File: config.mk
export PLATFORM = sky130hd
export DESIGN_NAME = light_level_moving_average
export DESIGN_NICKNAME = d
export VERILOG_FILES = /design/src/rtl/core/lma_pkg.sv /design/src/rtl/core/lma_ring.sv /design/src/rtl/core/lma_div.sv /design/src/rtl/core/light_level_moving_average.sv
export SDC_FILE = /design/constraint.sdc
export NUM_CORES = 1
export LEC_CHECK = 0
export BUFFER_PORTS_ARGS = -buffer_cell sky130_fd_sc_hd__buf_2
export CAP_MARGIN = 20
export CORE_ASPECT_RATIO = 1.25
export CORE_MARGIN = 2
export CORE_UTILIZATION = 60
export CTS_BUF_LIST = sky130_fd_sc_hd__clkbuf_16
export CTS_CLUSTER_SIZE = 20
export DETAILED_ROUTE_END_ITERATION = 6
export PLACE_DENSITY = 0.77
export SYNTH_ARGS = -nofsm -noshare
export SYNTH_HDL_FRONTEND = slang
export SYNTH_SLANG_ARGS = --single-unit
File: constraint.sdc
create_clock -name i_clk -period 6.1 [get_ports i_clk]
set_input_delay 1.22 -clock i_clk [delete_from_list [all_inputs] [get_ports i_clk]]
set_output_delay 1.22 -clock i_clk [all_outputs]
set_load 0.02 [all_outputs]
File: src/rtl/core/lma_pkg.sv
// ----------------------------------------------------------------------------
// Light level moving average package
// Shared defaults, the sequencer state type and the divider status record.
// ----------------------------------------------------------------------------
package lma_pkg;

    localparam int LMA_WINDOW          = 8;
    localparam int LMA_SAMPLE_BITS     = 10;
    localparam int LMA_THRESHOLD_RESET = 512;

    typedef enum logic [3:0] {
        S_IDLE   = 4'b0001,
        S_TOTAL  = 4'b0010,
        S_DIV    = 4'b0100,
        S_RESULT = 4'b1000
    } t_state;

    typedef struct packed {
        logic busy;
        logic done;
    } t_div_stat;

endpackage

File: src/rtl/core/lma_ring.sv
// ----------------------------------------------------------------------------
// Sample ring memory
// One write port and one registered read port over WINDOW stored samples.
// ----------------------------------------------------------------------------
module lma_ring
    import lma_pkg::*;
#(
    parameter int WINDOW      = LMA_WINDOW,
    parameter int SAMPLE_BITS = LMA_SAMPLE_BITS,
    parameter int POS_W       = (WINDOW > 1) ? $clog2(WINDOW) : 1
) (
    input  logic                   i_clk,
    input  logic                   i_we,
    input  logic [POS_W-1:0]       i_waddr,
    input  logic [SAMPLE_BITS-1:0] i_wdata,
    input  logic                   i_re,
    input  logic [POS_W-1:0]       i_raddr,
    output logic [SAMPLE_BITS-1:0] o_rdata
);

    logic [SAMPLE_BITS-1:0] r_mem [WINDOW];
    logic [SAMPLE_BITS-1:0] r_rdata;

    always_ff @(posedge i_clk) begin
        if (i_we) begin
            r_mem[i_waddr] <= i_wdata;
        end
    end

    always_ff @(posedge i_clk) begin
        if (i_re) begin
            r_rdata <= r_mem[i_raddr];
        end
    end

    assign o_rdata = r_rdata;

endmodule

File: src/rtl/core/lma_div.sv
// ----------------------------------------------------------------------------
// Serial restoring divider
// Produces one quotient bit per cycle; the remainder stays below the divisor.
// ----------------------------------------------------------------------------
module lma_div
    import lma_pkg::*;
#(
    parameter int TOT_W = 13,
    parameter int CNT_W = 4
) (
    input  logic             i_clk,
    input  logic             i_rst_n,
    input  logic             i_start,
    input  logic [TOT_W-1:0] i_dividend,
    input  logic [CNT_W-1:0] i_divisor,
    output logic [TOT_W-1:0] o_quotient,
    output t_div_stat        o_stat
);

    localparam int ITER_W = $clog2(TOT_W + 1);

    logic              r_busy;
    logic              r_done;
    logic [ITER_W-1:0] r_cnt;
    logic [CNT_W-1:0]  r_rem;
    logic [CNT_W-1:0]  r_div;
    logic [TOT_W-1:0]  r_quo;
    logic [CNT_W:0]    w_trial;
    logic              w_fits;

    assign w_trial = {r_rem, r_quo[TOT_W-1]};
    assign w_fits  = (w_trial >= {1'b0, r_div});

    always_ff @(posedge i_clk) begin
        if (!i_rst_n) begin
            r_busy <= 1'b0;
            r_done <= 1'b0;
            r_cnt  <= '0;
        end else begin
            r_done <= 1'b0;
            if (i_start) begin
                r_busy <= 1'b1;
                r_cnt  <= '0;
            end else if (r_busy) begin
                r_cnt <= r_cnt + 1'b1;
                if (r_cnt == ITER_W'(TOT_W - 1)) begin
                    r_busy <= 1'b0;
                    r_done <= 1'b1;
                end
            end
        end
    end

    always_ff @(posedge i_clk) begin
        if (i_start) begin
            r_rem <= '0;
            r_div <= i_divisor;
            r_quo <= i_dividend;
        end else if (r_busy) begin
            if (w_fits) begin
                r_rem <= CNT_W'(w_trial - {1'b0, r_div});
            end else begin
                r_rem <= w_trial[CNT_W-1:0];
            end
            r_quo <= {r_quo[TOT_W-2:0], w_fits};
        end
    end

    assign o_quotient  = r_quo;
    assign o_stat.busy = r_busy;
    assign o_stat.done = r_done;

endmodule

File: src/rtl/core/light_level_moving_average.sv
// ----------------------------------------------------------------------------
// Light level moving average
// A request passes through S_TOTAL, S_DIV and S_RESULT; in S_DIV the serial divider
// makes one quotient bit per cycle, and S_RESULT holds the result while the output stalls.
// Ready is low while a request is in work, so a new one is taken only in S_IDLE.
// Reset (synchronous, active low) clears the total, position, fill flag and
// extremes and restores the threshold; the sample ring keeps its contents.
// ----------------------------------------------------------------------------
module light_level_moving_average
    import lma_pkg::*;
#(
    parameter int WINDOW      = LMA_WINDOW,
    parameter int SAMPLE_BITS = LMA_SAMPLE_BITS
) (
    input  logic                   i_clk,
    input  logic                   i_rst_n,
    input  logic                   i_cfg_we,
    input  logic [SAMPLE_BITS-1:0] i_cfg_wdata,
    input  logic                   i_valid,
    output logic                   o_ready,
    input  logic [SAMPLE_BITS-1:0] i_sample,
    output logic                   o_valid,
    input  logic                   i_ready,
    output logic [SAMPLE_BITS-1:0] o_mean_level,
    output logic [SAMPLE_BITS-1:0] o_lowest_mean,
    output logic [SAMPLE_BITS-1:0] o_highest_mean,
    output logic                   o_is_dark,
    output logic                   o_is_light,
    output logic                   o_window_full
);

    localparam int POS_W = (WINDOW > 1) ? $clog2(WINDOW) : 1;
    localparam int TOT_W = SAMPLE_BITS + $clog2(WINDOW);
    localparam int CNT_W = $clog2(WINDOW + 1);
    localparam logic [SAMPLE_BITS-1:0] THR_RST = SAMPLE_BITS'(LMA_THRESHOLD_RESET);

    t_state                 r_state;
    t_state                 n_state;
    logic [SAMPLE_BITS-1:0] r_threshold;
    logic [SAMPLE_BITS-1:0] r_sample;
    logic [POS_W-1:0]       r_pos;
    logic [POS_W-1:0]       n_pos;
    logic                   r_filled;
    logic                   n_filled;
    logic [TOT_W-1:0]       r_total;
    logic [TOT_W-1:0]       n_total;
    logic [CNT_W-1:0]       n_count;
    logic [SAMPLE_BITS-1:0] r_lowest;
    logic [SAMPLE_BITS-1:0] r_highest;
    logic                   r_o_valid;
    logic [SAMPLE_BITS-1:0] r_mean;
    logic [SAMPLE_BITS-1:0] r_o_lowest;
    logic [SAMPLE_BITS-1:0] r_o_highest;
    logic                   r_dark;
    logic                   r_light;
    logic                   r_full;
    logic [SAMPLE_BITS-1:0] w_old;
    logic [TOT_W-1:0]       w_quo;
    logic [SAMPLE_BITS-1:0] w_mean;
    logic [SAMPLE_BITS-1:0] w_low;
    logic [SAMPLE_BITS-1:0] w_high;
    t_div_stat              w_div;
    logic                   w_accept;
    logic                   w_out_free;

    assign o_ready    = (r_state == S_IDLE);
    assign w_accept   = i_valid && o_ready;
    assign w_out_free = !r_o_valid || i_ready;

    lma_ring #(
        .WINDOW      (WINDOW),
        .SAMPLE_BITS (SAMPLE_BITS),
        .POS_W       (POS_W)
    ) u_ring (
        .i_clk   (i_clk),
        .i_we    (r_state == S_TOTAL),
        .i_waddr (r_pos),
        .i_wdata (r_sample),
        .i_re    (w_accept),
        .i_raddr (r_pos),
        .o_rdata (w_old)
    );

    always_comb begin
        n_pos    = (r_pos == POS_W'(WINDOW - 1)) ? '0 : POS_W'(r_pos + 1'b1);
        n_filled = r_filled || (n_pos == '0);
        n_count  = n_filled ? CNT_W'(WINDOW) : CNT_W'(n_pos);
        n_total  = r_total - (r_filled ? TOT_W'(w_old) : '0) + TOT_W'(r_sample);
    end

    lma_div #(
        .TOT_W (TOT_W),
        .CNT_W (CNT_W)
    ) u_div (
        .i_clk      (i_clk),
        .i_rst_n    (i_rst_n),
        .i_start    (r_state == S_TOTAL),
        .i_dividend (n_total),
        .i_divisor  (n_count),
        .o_quotient (w_quo),
        .o_stat     (w_div)
    );

    assign w_mean = w_quo[SAMPLE_BITS-1:0];
    assign w_low  = (w_mean < r_lowest) ? w_mean : r_lowest;
    assign w_high = (w_mean > r_highest) ? w_mean : r_highest;

    always_comb begin
        n_state = r_state;
        unique case (r_state)
            S_IDLE: begin
                if (w_accept) begin
                    n_state = S_TOTAL;
                end
            end
            S_TOTAL: begin
                n_state = S_DIV;
            end
            S_DIV: begin
                if (w_div.done) begin
                    n_state = S_RESULT;
                end
            end
            S_RESULT: begin
                if (w_out_free) begin
                    n_state = S_IDLE;
                end
            end
            default: begin
                n_state = S_IDLE;
            end
        endcase
    end

    always_ff @(posedge i_clk) begin
        if (!i_rst_n) begin
            r_state     <= S_IDLE;
            r_threshold <= THR_RST;
            r_pos       <= '0;
            r_filled    <= 1'b0;
            r_total     <= '0;
            r_lowest    <= '1;
            r_highest   <= '0;
            r_o_valid   <= 1'b0;
        end else begin
            r_state <= n_state;
            if (i_cfg_we) begin
                r_threshold <= i_cfg_wdata;
            end
            if (r_state == S_TOTAL) begin
                r_pos    <= n_pos;
                r_filled <= n_filled;
                r_total  <= n_total;
            end
            if (r_state == S_RESULT && w_out_free) begin
                r_lowest  <= w_low;
                r_highest <= w_high;
                r_o_valid <= 1'b1;
            end else if (i_ready) begin
                r_o_valid <= 1'b0;
            end
        end
    end

    always_ff @(posedge i_clk) begin
        if (w_accept) begin
            r_sample <= i_sample;
        end
        if (r_state == S_RESULT && w_out_free) begin
            r_mean      <= w_mean;
            r_o_lowest  <= w_low;
            r_o_highest <= w_high;
            r_dark      <= (w_mean < r_threshold);
            r_light     <= (w_mean > r_threshold);
            r_full      <= r_filled;
        end
    end

    assign o_valid        = r_o_valid;
    assign o_mean_level   = r_mean;
    assign o_lowest_mean  = r_o_lowest;
    assign o_highest_mean = r_o_highest;
    assign o_is_dark      = r_dark;
    assign o_is_light     = r_light;
    assign o_window_full  = r_full;

endmodule

==> reports/metrics.cfg <==
[detailed_routing]
via_count=6183
drt-pass1-iter-count=4
drt_iter0_drc=347
wire_per_inst_um=17.7
vias_per_cell=5.62
drc_errors=0
routed_wl_um=19400
antenna_left=0

[clock_network]
cts-root-buf=clkbuf_16
numCtsBuffers=22
post_cts_resized=0
clk_path_buf_depth=3
clock_latency_ns=0.50
htree_levels=1
clk_pin_slew_worst_paths_ns=0.06
cts_setup_buffers=0
hold_buffers=0
clock_sinks=212
cts_tree=done

[synth]
syn-cell-area_um2=9800
synth_area_leaders=edfxtp_1, dfxtp_1, ha_1
synthCells=806
synth_edf_count=150
synth.avg_cell_area_um2=12.2
syn_nets=892
synth_flop_cell=edfxtp_1
yosysWarningCount=0
synth_top_cell_by_area=edfxtp_1
ys_async_sr_fraction_pct=0
seq_area_frac_synth_pct=58.6
synth_cell_types=62
synth_top_area_share_pct=46.0
synth-seq-cells=212

[worst_setup_path]
critPathLaunchType=flop
crit_type=reg -> reg
crit_chain=and2_1 -> fa_1 -> inv_1 -> fa_1 -> a211oi_1 -> o211ai_1 -> a31oi_1 -> xnor2_1 -> xnor2_1 -> o21ai_0
path_max_fanout=16
worstSetupEndpointType=flop
timing.critical_path.arrival_ns=3.46
slowest_delay_ns=0.48
slowest_stage=fa_1
required_ns=6.33

[global_routing]
grt_overflow=0
grt_max_degree=42
grt_pass1_wl_um=31800
antenna_found_initial=0
grt_util_all_layers_pct=22.9
grt_pass1_vias=6497

[placed_design]
io_buffers=59
preCtsSetupSlack_ns=2.60
gp_congestion=0.879
dp_hpwl_um=13200

[hold_path]
hp-class=reg -> reg

[floorplanning]
placementRows=52
fp.dieH_um=147
coreArea_um2=16100
io_pins=60
die_width_um=118
start_util_pct=61.0
dieArea_um2=17400

[power_and_ir_drop]
ir_drop_uv=276
p_per_area_nw_per_um2=296
p_leak_nw=4.40

[status]
outcome=finished, final reports clean

[sta]
final-setup-viol-count=0
finalCriticalPeriod_ns=3.23
worst_pin_slew_ns=1.02
rsz0062_at_grt=no
fin_tns_setup_ns=0
setup_slack_ns=2.87
relSlewSlack_pct=32.0
drv_slew=0
period_share_pct=53.0
skew_ns=0.0106
hold_viol=0
fmax_mhz=310

[finish]
syn2layout_area_growth_pct=12.8
layout.nets=954
drive_above_1_share_pct=16.2
antennaDiodeCount=0

[run]
max-cap-violations=0

==> sequential cells by signal, summed over array words and instances, names as in the netlist, 10 cells and up <==
name / cells
o_highest_mean: 10
o_lowest_mean: 10
o_mean_level: 10
r_highest: 10
r_lowest: 10
r_sample: 10
r_threshold: 10
r_total: 13
u_div.o_quotient: 13
u_ring.o_rdata: 10
u_ring.r_mem: 80
==> cells in the final DEF, fill, tap and decap left out, drive strengths merged, types with 7 or more instances in the layout <==
cell type  Yosys  layout
edfxtp       150     150
nand2         87      87
inv           86      87
buf           16      67
dfxtp         62      62
nor2          51      51
ha            50      50
a21oi         33      33
mux2i         32      32
o21ai         32      32
clkbuf        13      25
mux2          19      19
o211ai        15      15
a21o          14      14
and2          14      14
clkinv         0      12
fa            11      11
nor3          11      11
nor2b          9       9
a221oi         9       9
nand2b         8       8
mux4           8       8
xnor2          7       7
==> critical path, delay by kind of cell, from the launching register on <==
family / cells / cell delay [ns]
flops: 1 / 0.47
buf+inv: 1 / 0.07
simple gates: 1 / 0.24
fa+ha+maj: 2 / 0.95
compound gates: 4 / 0.86
xor+xnor: 2 / 0.38
==> logic make-up (layout without fill, tap and decap cells) <==
kind of cell	count (synthesis)	count (layout)	synth area share [%]
fa+ha+maj	61	61	8.63
compound gates	142	142	9.72
xor+xnor	13	13	1.16
simple gates	204	204	9.67
flops	212	212	58.6
mux	59	59	7.29
buf+inv	115	193	4.88
==> layer usage <==
layer / global-route usage, % / vias to the layer above / part of all wire, %
met5: 0 / - / 0
met4: 9.64 / 0 / 3.7
met3: 3.18 / 51 / 4.3
met2: 42.9 / 180 / 53
met1: 26.1 / 2951 / 39
li1: - / 3001 / -
==> final timing paths <==
| kind | from | end | slack [ns] | cells past startpoint |
|---|---|---|---|---|
| hold reg to reg | r_total[1] | r_total[1] | 0.46 | 2 |
| setup reg to reg | r_filled | u_div.o_quotient[12] | 2.87 | 10 |
| hold / removal | r_total[1] | r_total[1] | 0.46 | 2 |
| setup / recovery | r_filled | u_div.o_quotient[12] | 2.87 | 10 |
==> stage by stage <==
step	utilization [%]	instance area, µm²	total power, mW	hold WS, ns	std cells
3_3_place_gp	63.9	10300	1.91	0.447	1057
3_5_place_dp	64.0	10300	1.93	0.452	1058
4_1_cts	68.7	11000	3.29	0.461	1098
2_1_floorplan	-	9800	1.85	0.436	806
5_1_grt	68.8	11100	3.39	0.482	1100
6_report	68.8	11100	3.27	0.463	1100
==> final cells by class <==
cell class	instances	area, µm²
inverters	86	328
multi-input cells	479	3590
clock buffers	25	626
repair buffers	67	359
clock inverters	15	134
fillers	1147	5010
flip-flops and latches	212	5750
well taps	216	270
==> synthesized netlist by cell type, types with 4 or more instances <==
cell type	count
and2_1	14
nor2_1	51
nand2_1	86
nor2b_1	9
ha_1	50
and4_1	4
edfxtp_1	150
xor2_1	6
a21o_1	14
a22oi_1	4
xnor2_1	7
o21a_1	5
dfxtp_1	62
mux4_2	8
buf_2	6
inv_1	85
a211oi_1	6
buf_1	5
nand3_1	5
nand4_1	5
nor3_1	11
mux2_2	19
a221oi_1	8
mux2i_1	32
o211ai_1	14
a21oi_1	32
o21ai_0	31
a31oi_1	5
nand2b_1	8
clkbuf_1	13
fa_1	11
==> power by group <==
group          switching (mW)  leakage [nW]  internal (mW)
combinational           0.168          2.15          0.123
sequential             0.0347          1.86           1.58
clock                   0.540         0.384          0.824
(Power assumes the default switching activity.)
